`src/hdl/mtf_pkg.sv`:
```
`default_nettype none

package mtf_pkg;

  localparam int CACHE_SLOTS_DEF = 16;

  localparam int REQ_W      = 2;
  localparam int DEV_W      = 8;
  localparam int START_W    = 63;
  localparam int LEN_W      = 25;
  localparam int HANDLE_W   = 16;
  localparam int SLOT_OUT_W = 4;
  localparam int KILL_OUT_W = 5;
  localparam int TOTAL_W    = 32;
  localparam int CFG_W      = 5;

  localparam logic [CFG_W-1:0] CFG_RESET = CFG_W'(16);

  localparam int ENTRY_W     = DEV_W + START_W + LEN_W + HANDLE_W;
  localparam int IN_TDATA_W  = ((ENTRY_W + 7) / 8) * 8;
  localparam int OUT_BITS    = 2 + 2 * HANDLE_W + 2 * SLOT_OUT_W + KILL_OUT_W + 5 * TOTAL_W;
  localparam int OUT_TDATA_W = ((OUT_BITS + 7) / 8) * 8;

  // Tag entry; the device sits in the low bits, as on the input stream.
  typedef struct packed {
    logic [HANDLE_W-1:0] handle;
    logic [LEN_W-1:0]    length;
    logic [START_W-1:0]  start;
    logic [DEV_W-1:0]    device;
  } slot_entry_t;

  typedef struct packed {
    logic key_eq;
    logic dev_eq;
    logic overlap;
  } cmp_t;

  typedef enum logic [REQ_W-1:0] {
    REQ_FIND = 2'd0,
    REQ_ADD  = 2'd1,
    REQ_KILL = 2'd2
  } req_e;

  typedef enum logic [3:0] {
    ST_IDLE,
    ST_FIND,
    ST_ADD,
    ST_KILL,
    ST_EVICT,
    ST_EVWAIT,
    ST_SHIFT,
    ST_FRONT,
    ST_DONE
  } state_e;

  function automatic int idx_width(int n);
    return (n > 1) ? $clog2(n) : 1;
  endfunction

endpackage

`default_nettype wire

```
`src/hdl/mtf_ram.sv`:
```
`default_nettype none

module mtf_ram #(
  parameter int WIDTH = 8,
  parameter int DEPTH = 16
) (
  input  logic                                  clk_i,
  input  logic                                  we_i,
  input  logic [mtf_pkg::idx_width(DEPTH)-1:0]  waddr_i,
  input  logic [WIDTH-1:0]                      wdata_i,
  input  logic [mtf_pkg::idx_width(DEPTH)-1:0]  raddr_i,
  output logic [WIDTH-1:0]                      rdata_o
);

  logic [WIDTH-1:0] mem_q [DEPTH];
  logic [WIDTH-1:0] rdata_q;

  always_ff @(posedge clk_i) begin
    if (we_i) begin
      mem_q[waddr_i] <= wdata_i;
    end
    rdata_q <= mem_q[raddr_i];
  end

  assign rdata_o = rdata_q;

endmodule

`default_nettype wire

```
`src/hdl/mtf_cmp.sv`:
```
`default_nettype none

module mtf_cmp (
  input  mtf_pkg::slot_entry_t entry_i,
  input  mtf_pkg::slot_entry_t key_i,
  output mtf_pkg::cmp_t        cmp_o
);
  import mtf_pkg::*;

  logic [START_W:0] entry_lo;
  logic [START_W:0] entry_end;
  logic [START_W:0] key_lo;
  logic [START_W:0] key_end;

  // Ranges overlap when entry start < key end and entry end > key start
  // (ends exclusive, one bit wider so nothing wraps).
  assign entry_lo  = {1'b0, entry_i.start};
  assign entry_end = {1'b0, entry_i.start} + (START_W + 1)'(entry_i.length);
  assign key_lo    = {1'b0, key_i.start};
  assign key_end   = {1'b0, key_i.start} + (START_W + 1)'(key_i.length);

  assign cmp_o.dev_eq  = (entry_i.device == key_i.device);
  assign cmp_o.key_eq  = cmp_o.dev_eq && (entry_i.start == key_i.start) &&
                         (entry_i.length == key_i.length);
  assign cmp_o.overlap = (entry_lo < key_end) && (entry_end > key_lo);

endmodule

`default_nettype wire

```
`src/hdl/move_to_front_block_cache_tags.sv`:
```
`default_nettype none

// Tag store for a small disk-block cache, kept in most-recently-used order.
// Each input transfer carries one request (tuser: 0 find, 1 add, 2 kill) and
// yields exactly one output transfer with the per-request fields and the five
// running totals (reads, writes, hits, entries killed, entry moves; all wrap
// at 32 bits). A find walks the slots in use from slot 0; on a hit the entry
// is rotated to slot 0 and its buffer handle returned. An add fills the lowest
// empty slot, or drops the last slot, shifts everything down and puts the new
// entry in slot 0. A kill empties every entry of the device whose byte range
// overlaps the request range. Tags sit in one single-port-write tag RAM that
// gives one registered read a cycle, and one compare unit checks one slot per
// cycle, so a request's time grows with the slots it walks. A find hit away
// from slot 0 moves the entries before it down one slot and an evicting add
// moves all but the dropped last slot down, before slot 0 is written. The
// input is not ready while a request is in work; a finished result waits in
// the output register and the next request is taken meanwhile. slots_in_use
// (cfg_wdata_i, 0 acts as 1, values above CACHE_SLOTS clamp) resets to 16; it
// must be written only while idle, which the block itself does not enforce.
// Valid marks clear at reset; slot contents need no clearing.
module move_to_front_block_cache_tags #(
  parameter int CACHE_SLOTS = mtf_pkg::CACHE_SLOTS_DEF
) (
  input  logic                             clk_i,
  input  logic                             rst_ni,
  // device_id[7:0], start_byte[70:8], length_bytes[95:71], buffer_handle[111:96]
  input  logic [mtf_pkg::IN_TDATA_W-1:0]   s_axis_tdata_i,
  // req_type[1:0]
  input  logic [mtf_pkg::REQ_W-1:0]        s_axis_tuser_i,
  input  logic                             s_axis_tvalid_i,
  output logic                             s_axis_tready_o,
  // hit[0], hit_handle[16:1], hit_slot[20:17], evicted[21],
  // evicted_handle[37:22], stored_slot[41:38], killed_count[46:42],
  // read_total[78:47], write_total[110:79], hit_total[142:111],
  // kill_total[174:143], move_total[206:175], zero[207]
  output logic [mtf_pkg::OUT_TDATA_W-1:0]  m_axis_tdata_o,
  output logic                             m_axis_tvalid_o,
  input  logic                             m_axis_tready_i,
  input  logic                             cfg_we_i,
  input  logic [mtf_pkg::CFG_W-1:0]        cfg_wdata_i
);
  import mtf_pkg::*;

  localparam int IDX_W = idx_width(CACHE_SLOTS);
  localparam int CNT_W = $clog2(CACHE_SLOTS + 1);

  state_e state_q, state_d;

  logic [CFG_W-1:0]       cfg_q;
  logic [CACHE_SLOTS-1:0] valid_q, valid_d;

  // walk control
  logic [CNT_W-1:0] idx_q, idx_d;
  logic             pend_q, pend_d;
  logic [IDX_W-1:0] pidx_q, pidx_d;
  logic             rdon_q, rdon_d;
  logic [IDX_W-1:0] last_q, last_d;

  slot_entry_t         key_q, key_d;
  logic [HANDLE_W-1:0] fhandle_q, fhandle_d;

  // per-request result fields
  logic                  hit_q, hit_d;
  logic [HANDLE_W-1:0]   hhandle_q, hhandle_d;
  logic [SLOT_OUT_W-1:0] hslot_q, hslot_d;
  logic                  evicted_q, evicted_d;
  logic [HANDLE_W-1:0]   ehandle_q, ehandle_d;
  logic [SLOT_OUT_W-1:0] sslot_q, sslot_d;
  logic [CNT_W-1:0]      killed_q, killed_d;

  logic [TOTAL_W-1:0] reads_q, reads_d;
  logic [TOTAL_W-1:0] writes_q, writes_d;
  logic [TOTAL_W-1:0] hits_q, hits_d;
  logic [TOTAL_W-1:0] kills_q, kills_d;
  logic [TOTAL_W-1:0] moves_q, moves_d;

  logic                   m_valid_q, m_valid_d;
  logic [OUT_TDATA_W-1:0] m_data_q, m_data_d;

  // tag RAM port
  logic             ram_we;
  logic [IDX_W-1:0] ram_waddr;
  slot_entry_t      ram_wdata;
  logic [IDX_W-1:0] ram_raddr;
  slot_entry_t      ram_rdata;

  cmp_t             cmp;

  logic [CNT_W-1:0] live;
  logic [IDX_W-1:0] last_slot;
  logic             issue;
  logic [IDX_W-1:0] add_idx;

  // clamp the slot count: zero acts as one, too large acts as CACHE_SLOTS
  always_comb begin
    if (cfg_q == '0) begin
      live = CNT_W'(1);
    end else if (32'(cfg_q) > 32'(CACHE_SLOTS)) begin
      live = CNT_W'(CACHE_SLOTS);
    end else begin
      live = CNT_W'(cfg_q);
    end
  end

  assign last_slot = IDX_W'(live - 1'b1);
  assign issue     = (idx_q < live);
  assign add_idx   = idx_q[IDX_W-1:0];

  mtf_ram #(
    .WIDTH (ENTRY_W),
    .DEPTH (CACHE_SLOTS)
  ) u_tag_ram (
    .clk_i   (clk_i),
    .we_i    (ram_we),
    .waddr_i (ram_waddr),
    .wdata_i (ram_wdata),
    .raddr_i (ram_raddr),
    .rdata_o (ram_rdata)
  );

  mtf_cmp u_cmp (
    .entry_i (ram_rdata),
    .key_i   (key_q),
    .cmp_o   (cmp)
  );

  assign s_axis_tready_o = (state_q == ST_IDLE);
  assign m_axis_tvalid_o = m_valid_q;
  assign m_axis_tdata_o  = m_data_q;

  always_comb begin
    state_d   = state_q;
    valid_d   = valid_q;
    idx_d     = idx_q;
    pend_d    = pend_q;
    pidx_d    = pidx_q;
    rdon_d    = rdon_q;
    last_d    = last_q;
    key_d     = key_q;
    fhandle_d = fhandle_q;
    hit_d     = hit_q;
    hhandle_d = hhandle_q;
    hslot_d   = hslot_q;
    evicted_d = evicted_q;
    ehandle_d = ehandle_q;
    sslot_d   = sslot_q;
    killed_d  = killed_q;
    reads_d   = reads_q;
    writes_d  = writes_q;
    hits_d    = hits_q;
    kills_d   = kills_q;
    moves_d   = moves_q;
    m_data_d  = m_data_q;
    m_valid_d = m_valid_q && !m_axis_tready_i;

    ram_we    = 1'b0;
    ram_waddr = '0;
    ram_wdata = key_q;
    ram_raddr = idx_q[IDX_W-1:0];

    case (state_q)
      ST_IDLE: begin
        if (s_axis_tvalid_i) begin
          key_d     = slot_entry_t'(s_axis_tdata_i[ENTRY_W-1:0]);
          idx_d     = '0;
          pend_d    = 1'b0;
          hit_d     = 1'b0;
          hhandle_d = '0;
          hslot_d   = '0;
          evicted_d = 1'b0;
          ehandle_d = '0;
          sslot_d   = '0;
          killed_d  = '0;
          case (req_e'(s_axis_tuser_i))
            REQ_FIND: begin
              reads_d = reads_q + 32'd1;
              state_d = ST_FIND;
            end
            REQ_ADD: begin
              state_d = ST_ADD;
            end
            REQ_KILL: begin
              writes_d = writes_q + 32'd1;
              state_d  = ST_KILL;
            end
            default: begin
              state_d = ST_DONE;
            end
          endcase
        end
      end

      ST_FIND: begin
        // advance the read pointer; compare the slot read last cycle
        pend_d = issue;
        pidx_d = idx_q[IDX_W-1:0];
        if (issue) begin
          idx_d = idx_q + 1'b1;
        end
        if (pend_q && valid_q[pidx_q] && cmp.key_eq) begin
          hit_d     = 1'b1;
          hhandle_d = ram_rdata.handle;
          hslot_d   = SLOT_OUT_W'(pidx_q);
          hits_d    = hits_q + 32'd1;
          fhandle_d = ram_rdata.handle;
          last_d    = pidx_q;
          if (pidx_q != '0) begin
            idx_d   = CNT_W'(pidx_q) - 1'b1;
            rdon_d  = 1'b1;
            pend_d  = 1'b0;
            state_d = ST_SHIFT;
          end else begin
            state_d = ST_DONE;
          end
        end else if (pend_q && (pidx_q == last_slot)) begin
          state_d = ST_DONE;
        end
      end

      ST_KILL: begin
        pend_d = issue;
        pidx_d = idx_q[IDX_W-1:0];
        if (issue) begin
          idx_d = idx_q + 1'b1;
        end
        if (pend_q && valid_q[pidx_q] && cmp.dev_eq && cmp.overlap) begin
          valid_d[pidx_q] = 1'b0;
          killed_d        = killed_q + 1'b1;
        end
        if (pend_q && (pidx_q == last_slot)) begin
          kills_d = kills_q + TOTAL_W'(killed_d);
          state_d = ST_DONE;
        end
      end

      ST_ADD: begin
        // fill the lowest empty slot in place
        if (!valid_q[add_idx]) begin
          ram_we           = 1'b1;
          ram_waddr        = add_idx;
          ram_wdata        = key_q;
          valid_d[add_idx] = 1'b1;
          sslot_d          = SLOT_OUT_W'(add_idx);
          state_d          = ST_DONE;
        end else if (add_idx == last_slot) begin
          evicted_d = 1'b1;
          state_d   = ST_EVICT;
        end else begin
          idx_d = idx_q + 1'b1;
        end
      end

      ST_EVICT: begin
        ram_raddr = last_slot;
        last_d    = last_slot;
        fhandle_d = key_q.handle;
        state_d   = ST_EVWAIT;
      end

      ST_EVWAIT: begin
        ehandle_d = ram_rdata.handle;
        if (last_q == '0) begin
          state_d = ST_FRONT;
        end else begin
          idx_d   = CNT_W'(last_q) - 1'b1;
          rdon_d  = 1'b1;
          pend_d  = 1'b0;
          state_d = ST_SHIFT;
        end
      end

      ST_SHIFT: begin
        // read slot k-1 while writing the slot read last cycle one place down
        pend_d = rdon_q;
        pidx_d = idx_q[IDX_W-1:0];
        if (rdon_q) begin
          if (idx_q == '0) begin
            rdon_d = 1'b0;
          end else begin
            idx_d = idx_q - 1'b1;
          end
        end
        if (pend_q) begin
          ram_we    = 1'b1;
          ram_waddr = pidx_q + 1'b1;
          ram_wdata = ram_rdata;
          if (pidx_q == '0) begin
            state_d = ST_FRONT;
          end
        end
      end

      ST_FRONT: begin
        ram_we           = 1'b1;
        ram_waddr        = '0;
        ram_wdata        = key_q;
        ram_wdata.handle = fhandle_q;
        for (int k = 1; k < CACHE_SLOTS; k++) begin
          if (k <= int'(last_q)) begin
            valid_d[k] = valid_q[k-1];
          end
        end
        valid_d[0] = 1'b1;
        moves_d    = moves_q + TOTAL_W'(last_q);
        state_d    = ST_DONE;
      end

      ST_DONE: begin
        // hold until the output register is free
        if (!m_valid_q || m_axis_tready_i) begin
          m_valid_d = 1'b1;
          m_data_d  = {1'b0, moves_q, kills_q, hits_q, writes_q, reads_q,
                       KILL_OUT_W'(killed_q), sslot_q, ehandle_q, evicted_q,
                       hslot_q, hhandle_q, hit_q};
          state_d   = ST_IDLE;
        end
      end

      default: begin
        state_d = ST_IDLE;
      end
    endcase
  end

  always_ff @(posedge clk_i or negedge rst_ni) begin
    if (!rst_ni) begin
      state_q   <= ST_IDLE;
      cfg_q     <= CFG_RESET;
      valid_q   <= '0;
      idx_q     <= '0;
      pend_q    <= 1'b0;
      rdon_q    <= 1'b0;
      reads_q   <= '0;
      writes_q  <= '0;
      hits_q    <= '0;
      kills_q   <= '0;
      moves_q   <= '0;
      m_valid_q <= 1'b0;
    end else begin
      state_q   <= state_d;
      if (cfg_we_i) begin
        cfg_q <= cfg_wdata_i;
      end
      valid_q   <= valid_d;
      idx_q     <= idx_d;
      pend_q    <= pend_d;
      rdon_q    <= rdon_d;
      reads_q   <= reads_d;
      writes_q  <= writes_d;
      hits_q    <= hits_d;
      kills_q   <= kills_d;
      moves_q   <= moves_d;
      m_valid_q <= m_valid_d;
    end
  end

  always_ff @(posedge clk_i) begin
    pidx_q    <= pidx_d;
    last_q    <= last_d;
    key_q     <= key_d;
    fhandle_q <= fhandle_d;
    hit_q     <= hit_d;
    hhandle_q <= hhandle_d;
    hslot_q   <= hslot_d;
    evicted_q <= evicted_d;
    ehandle_q <= ehandle_d;
    sslot_q   <= sslot_d;
    killed_q  <= killed_d;
    m_data_q  <= m_data_d;
  end

endmodule

`default_nettype wire

```
`config.mk`:
```
export PLATFORM = sky130hd
export DESIGN_NAME = move_to_front_block_cache_tags
export DESIGN_NICKNAME = d
export VERILOG_FILES = /design/src/hdl/mtf_pkg.sv /design/src/hdl/mtf_ram.sv /design/src/hdl/mtf_cmp.sv /design/src/hdl/move_to_front_block_cache_tags.sv
export SDC_FILE = /design/constraint.sdc
export NUM_CORES = 2
export LEC_CHECK = 0
export ABC_AREA = 1
export BUFFER_PORTS_ARGS = -buffer_cell sky130_fd_sc_hd__buf_2
export CAP_MARGIN = 25
export CORE_MARGIN = 1
export CORE_UTILIZATION = 45
export CTS_CLUSTER_DIAMETER = 200
export CTS_CLUSTER_SIZE = 16
export DETAILED_ROUTE_END_ITERATION = 16
export PLACE_DENSITY_LB_ADDON = 0.3
export SKIP_CTS_REPAIR_TIMING = 1
export SLEW_MARGIN = 20
export SYNTH_ARGS = -nofsm -noshare
export SYNTH_HDL_FRONTEND = slang
export SYNTH_SLANG_ARGS = --single-unit
```
`constraint.sdc`:
```
create_clock -name clk_i -period 13.7 [get_ports clk_i]
set_input_delay 2.74 -clock clk_i [delete_from_list [all_inputs] [get_ports clk_i]]
set_output_delay 2.74 -clock clk_i [all_outputs]
set_load 0.02 [all_outputs]
```
# [After elaboration in Yosys (flattened, before gate mapping)]
# Memory sizes are Yosys's and may differ from the RTL's. A register that Yosys moved wholly into a read port is not among the register bits.
# Cells that the tools add are included.
[op_classes] bitwise_logic=3 add_sub_neg=14 magnitude_cmp=23 multipliers=0 n_mux=93 eq_ne=45 shift=0 n_div=0 reduce_logical=63
[op_table] op="one-hot mux 112 bit (2 select lines)" n=1
[op_table] op="adder 63 x 25 -> 64 bit" n=2
[op_table] op="2-to-1 mux 112 bit" n=1
[op_table] op="adder 32 x 1 -> 32 bit, second input constant" n=3
[op_table] op="one-hot mux 16 bit (2 select lines)" n=3
[op_table] op="AND reduction 4 bit" n=17
[op_table] op="2-to-1 mux 5 bit" n=13
[op_table] op="> comparator 64 x 63 -> 1 bit" n=1
[op_table] op="< comparator 63 x 64 -> 1 bit" n=1
[op_table] op="2-to-1 mux 16 bit" n=4
[op_table] op="== test 63 bit" n=1
[op_table] op="2-to-1 mux 4 bit" n=15
[op_table] op="!= test 2 bit, second input constant" n=29
[op_table] op="one-hot mux 16 bit (3 select lines)" n=1
[op_table] op="2-to-1 mux 1 bit" n=38
[op_table] op="one-hot mux 4 bit (9 select lines)" n=1
[op_table] op="adder 32 x 4 -> 32 bit" n=1
[op_table] op="adder 32 x 5 -> 32 bit" n=1
[op_table] op="<= comparator 4 bit, first input constant" n=8
[op_table] op="one-hot mux 4 bit (2 select lines)" n=4
[op_table] op="one-hot mux 5 bit (6 select lines)" n=1
[op_table] op="== test 25 bit" n=1
[op_table] op="AND reduction 3 bit" n=6
[op_table] op="bitwise AND 16 bit" n=1
[op_table] op="other kinds (45)" n=87
[word_totals] regBits=583 output_inout_bits=210 latchBits=0 inputBits=124 elab_cells=284 ram_bits=1792 rom_bits=0 mem_count=1
[memory_table] name="u_tag_ram.mem_q" depth=16 width=112 read_ports=1 rd_clocked_by_memory_dff=1 write_ports=1 line="mtf_ram.sv:15" source="logic [WIDTH-1:0] mem_q [DEPTH];"

# [Depth between registers and ports, before layout]
[logic_depth] word_depth=9 ltp_mapped=46 ltp_nobuf=46

# [Hierarchy]
# Synthesis repeated with hierarchy kept, for this count alone.
[unflattened] cells_unflattened=11542 area_unflattened_um2=115175.5
[by_module_without_submodules] module="mtf_ram" cells_per_inst=7347 seq_area_each_um2=56053.8 n_inst=1 area_each_um2=78783.1
[by_module_without_submodules] module="move_to_front_block_cache_tags" cells_per_inst=2600 seq_area_each_um2=16542.1 n_inst=1 area_each_um2=26725.6
[by_module_without_submodules] module="mtf_cmp" cells_per_inst=1595 seq_area_each_um2=0.0 n_inst=1 area_each_um2=9666.8

# [Worst setup path after synthesis]
# No wires, ideal clock.
[synth_path] path_kind="input-to-reg" from="input m_axis_tready_i" to="register m_data_q[0] (netlist: m_axis_tdata_o[0]) (enable)" required_time_ns=12.855 path_slack_ns=0.101 setup_ns=0.845 n_path_buf=0 stages=2 arrival_ns=12.755 path_cell_list="inv_1 -> a21oi_1"
[synth_via] elab_chain_cells=2
[synth_rtl] element="start, declared" line="move_to_front_block_cache_tags.sv:38" source="input logic m_axis_tready_i,"
[synth_rtl] element="logical OR 1 bit" line="move_to_front_block_cache_tags.sv:310" source="if (!m_valid_q || m_axis_tready_i) begin"
[synth_rtl] element="AND reduction 2 bit (no source line)"
[synth_rtl] element="end signal, assigned" line="move_to_front_block_cache_tags.sv:369" source="m_data_q <= m_data_d;"
[synth_rtl] element="end, declared" line="move_to_front_block_cache_tags.sv:78" source="logic [OUT_TDATA_W-1:0] m_data_q, m_data_d;"
# No other way between the ends.
# A chain may end at the register's enable or synchronous reset.

# [Worst setup path after layout]
[layout_path] from="register u_tag_ram.rdata_q[8] (netlist: u_tag_ram.rdata_o[8]), read port of u_tag_ram.mem_q" to="register kills_q[22]"
[layout_via] elab_chain_cells=7 elab_cells_between_ends=8 classes_between="add/sub: 2; order compare: 2; mux: 2; reduce/logical: 2"
[layout_rtl] element="start, declared" line="mtf_ram.sv:16" source="logic [WIDTH-1:0] rdata_q;"
[layout_rtl] element="adder 63 x 25 -> 64 bit" line="mtf_cmp.sv:18" source="assign entry_end = {1'b0, entry_i.start} + (START_W + 1)'(entry_i.length);"
[layout_rtl] element="> comparator 64 x 63 -> 1 bit" line="mtf_cmp.sv:25" source="assign cmp_o.overlap = (entry_lo < key_end) && (entry_end > key_lo);"
[layout_rtl] element="logical AND 1 bit (*)" line="mtf_cmp.sv:25"
[layout_rtl] element="logical AND 1 bit (*)" line="move_to_front_block_cache_tags.sv:226" source="if (pend_q && valid_q[pidx_q] && cmp.dev_eq && cmp.overlap) begin"
[layout_rtl] element="2-to-1 mux 5 bit (*)" line="move_to_front_block_cache_tags.sv:226"
[layout_rtl] element="2-to-1 mux 5 bit (*)" line="move_to_front_block_cache_tags.sv:161" source="case (state_q)"
[layout_rtl] element="adder 32 x 5 -> 32 bit (*)" line="move_to_front_block_cache_tags.sv:231" source="kills_d = kills_q + TOTAL_W'(killed_d);"
[layout_rtl] element="end signal, assigned" line="move_to_front_block_cache_tags.sv:351" source="kills_q <= kills_d;"
[layout_rtl] element="end, declared" line="move_to_front_block_cache_tags.sv:74" source="logic [TOTAL_W-1:0] kills_q, kills_d;"
# Every way passes the cells marked *; elsewhere a longest branch is shown, timed or not. The select of a mux whose other input is x is not followed.

==> summary.md <==
| Metric | Value |
|---|---|
| Fill cells | 20400 |
| Fin crit period | 8.33 ns |
| Die width | approximately 500 microns |
| Status | finished, final reports clean |
| Fmax | approximately 120 MHz |
| I/O pin cnt | 334 |
| Residual DRC | 0 |
| Internal cell power | 14.3 mW |
| Mapped Avg Cell Area | 12.1 sq um |
| Detail Placement HPWL | 193 mm |
| Most used cell, CP | nand2_1 |
| Delay-heaviest family, CP | simple AND/OR/NAND/NOR gates |
| Final GP Congestion | 0.990 |
| Clock Latency Late Sink | 0.88 ns |
| First-pass GRT wire length | around 450 mm |
| Synth Cell Area | 107000 sq um |
| CTS sink count | ~2500 |
| CP Data Required Time | 14.50 ns |
| CTS tree | built |
| Input/output buffers | 332 |
| Final Cycle Share | about three fifths |
| Leak | approximately 42 nW |
| Commonest non-fill, non-tap cell in the layout | edfxtp_1 |
| Critical Path AT | 9.13 ns |
| Share of post-route cells with drive strength above 1 | 8.83% |
| Final Hold Vio Count | 0 |
| # setup viols final | 0 |
| Clock network power share | 21.6% |
| Via-to-Cell Ratio | 5.74 |
| FP Rows | 178 |
| Number of flops mapped to enable cells by yosys | 2182 |
| Die Area | 240000 sq um |
| Max-Cap Viols | 0 |
| Clk_skew | 0.0696 ns |
| Main synth FF type | edfxtp_1 |
| Total CTS buffers | 173 |
| Setup TNS | 0 ns |
| Element type at the critical path end | register |
| Clock transition at path regs | 0.08 ns |
| Synth async-reset ratio | under 10% |
| Max-slew violations | 0 |
| Post-DRT Antenna Nets | 0 |
| Crit path buffers/inverters | 5 |
| Hold crit path type | reg2reg |
| Routed wire per std cell | about 25 microns |
| Initial core utilization | a little under half |
| Post-synth net total | 9203 |
| Largest stage delay, worst path | 0.71 ns |
| Die H | about 490 microns |
| Yosys reg bits | between 2000 and 2500 |
| RSZ-0062 raised after global routing | no |
| Core area | 236000 sq um |
| Comb pwr share | 35.0% |
| Startpoint Class | register |
| Grt total ovfl | 0 |
| Largest net degree at the start of global routing | 197 |
| Rel. slew slack | between 20% and 30% |
| Drt first pass iters | 6 |
| Peak supply drop | between 0.00015 and 0.0002 V |
| Total chip power | 23.2 mW |
| Yosys warnings | 0 |
| Sequential share of power | 43.5% |
| Antenna violations before repair | 19 |
| Pwr dens | 198 nW/um^2 |
| DR iter-0 viols | 7826 |
| Critical path class | reg2reg |
| Gr usage total | 25.6% |
| Slowest-stage cell, CP | a21oi_1 |
| Drt total wl | slightly above 300 mm |
| CTS H-Tree Depth | 4 |
| Layout area overhead | 9.81% |
| Vias | 71100 |
| Sw frac | 38.5% |
| Syn Inst Count | 8866 |
| Vias in the first global route | 67700 |
| Most frequent cells in the layout | edfxtp_1 (2182), nor2_1 (1391), nand2_1 (862) |
| Net Sw Power | between 8 and 9 mW |
| Sequential fraction of the synthesis area | 67.8% |
| Root buffer cell | clkbuf_16 |
| Max FO, Critical Path | 5 |
| Netlist cell types | 71 |
| Measured slew at the worst slew-check pin | 1.09 ns |
| Nets | around 9400 |
| CTS Buffer Depth | 3 |
power groups by stage:
| stage | combinational (mW) | sequential [mW] | clock [mW] |
|---|---|---|---|
| 2_1_floorplan | 5.34 | 10.1 | 0 |
| 3_5_place_dp | 7.99 | 10.3 | 0 |
| 6_report | 8.13 | 10.1 | 5.01 |
| 3_3_place_gp | 7.87 | 10.2 | 0 |
| 5_1_grt | 8.93 | 10.1 | 5.37 |
| 4_1_cts | 8.03 | 10.1 | 5.10 |
Yosys cell counts, types with 112 or more instances:
master	instances	area, sq um
o21ai_1	116	581
inv_1	476	1790
o32ai_1	118	1030
nand3_1	131	656
nand2_1	862	3240
xor2_1	250	2190
dfrtp_1	192	4800
o21ai_0	796	3980
nor3_1	244	1220
ha_1	209	2620
xnor2_1	124	1090
o221ai_1	125	1090
dfxtp_1	112	2240
o22ai_1	221	1380
edfxtp_1	2182	65500
mux2i_1	224	2240
a21oi_1	246	1230
nor2_1	1408	5290
clkbuf_1	273	1020
stage by stage:
| stage | util (%) | cells | worst slack [ns] | hold WS (ns) | instance area (sq um) |
|---|---|---|---|---|---|
| 2_1_floorplan | - | 8866 | 0.101 | 0.400 | 107000 |
| 3_3_place_gp | 47.5 | 12000 | 5.42 | 0.404 | 112000 |
| 3_5_place_dp | 47.5 | 12000 | 5.38 | 0.405 | 112000 |
| 4_1_cts | 49.7 | 12300 | 5.39 | 0.420 | 117000 |
| 5_1_grt | 49.8 | 12400 | 4.66 | 0.423 | 118000 |
| 6_report | 49.8 | 12400 | 5.37 | 0.416 | 118000 |
layout make-up:
type,count,area [sq um],area share (%)
repair buffers,488,3000,2.55
clock buffers,288,4800,4.09
inverters,490,1870,1.59
diodes,10,25.0,0.0213
well taps,3150,3940,3.35
flip-flops and latches,2487,72600,61.8
clock inverters,15,334,0.284
multi-input cells,5461,31000,26.3
per-layer routing:
metal	GRT usage, %	vias to the layer above	wire (microns)
met5	0	-	95
met4	8.43	14	10100
met3	3.51	434	22000
met2	41.2	2860	145000
met1	35.8	35300	133000
li1	-	32500	-
registers in the layout (all words and copies together) (netlist names), 32 cells and up:
signal,cells
u_tag_ram.mem_q,1792
u_tag_ram.rdata_o,112
moves_q,32
writes_q,32
reads_q,32
key_q,112
m_axis_tdata_o,207
hits_q,32
kills_q,32
cell families after synthesis:
| kind of cell | share of synthesized area (%) |
|---|---|
| simple gates | 11.3 |
| flops | 67.8 |
| compound gates | 9.55 |
| buf+inv | 3.51 |
| xor+xnor | 3.06 |
| mux | 2.27 |
| fa+ha+maj | 2.52 |
| other cells | 0.00350 |
final timing paths:
path | startpoint | end | slack (ns) | depth (start not counted)
max | u_tag_ram.rdata_o[8] | kills_q[22] | 5.37 | 39
max in group asynchronous | rst_ni | moves_q[0] | 9.65 | 3
min in group asynchronous | rst_ni | hits_q[6] | 1.90 | 1
max reg2reg | u_tag_ram.rdata_o[8] | kills_q[22] | 5.37 | 39
min reg2reg | hhandle_q[8] | m_axis_tdata_o[9] | 0.42 | 0
min | hhandle_q[8] | m_axis_tdata_o[9] | 0.42 | 0
worst reg2reg max path: cells and delay by family, from the launching register on:
kind	cells	cell delay (ns)
DFF	1	0.37
buffers and inverters	5	0.33
adders and majority gates	4	1.14
xor gates and xnor gates	2	0.31
and+or+nand+nor	20	3.33
AOI/OAI and AO/OA	8	2.82
(Power assumes the default switching activity.)
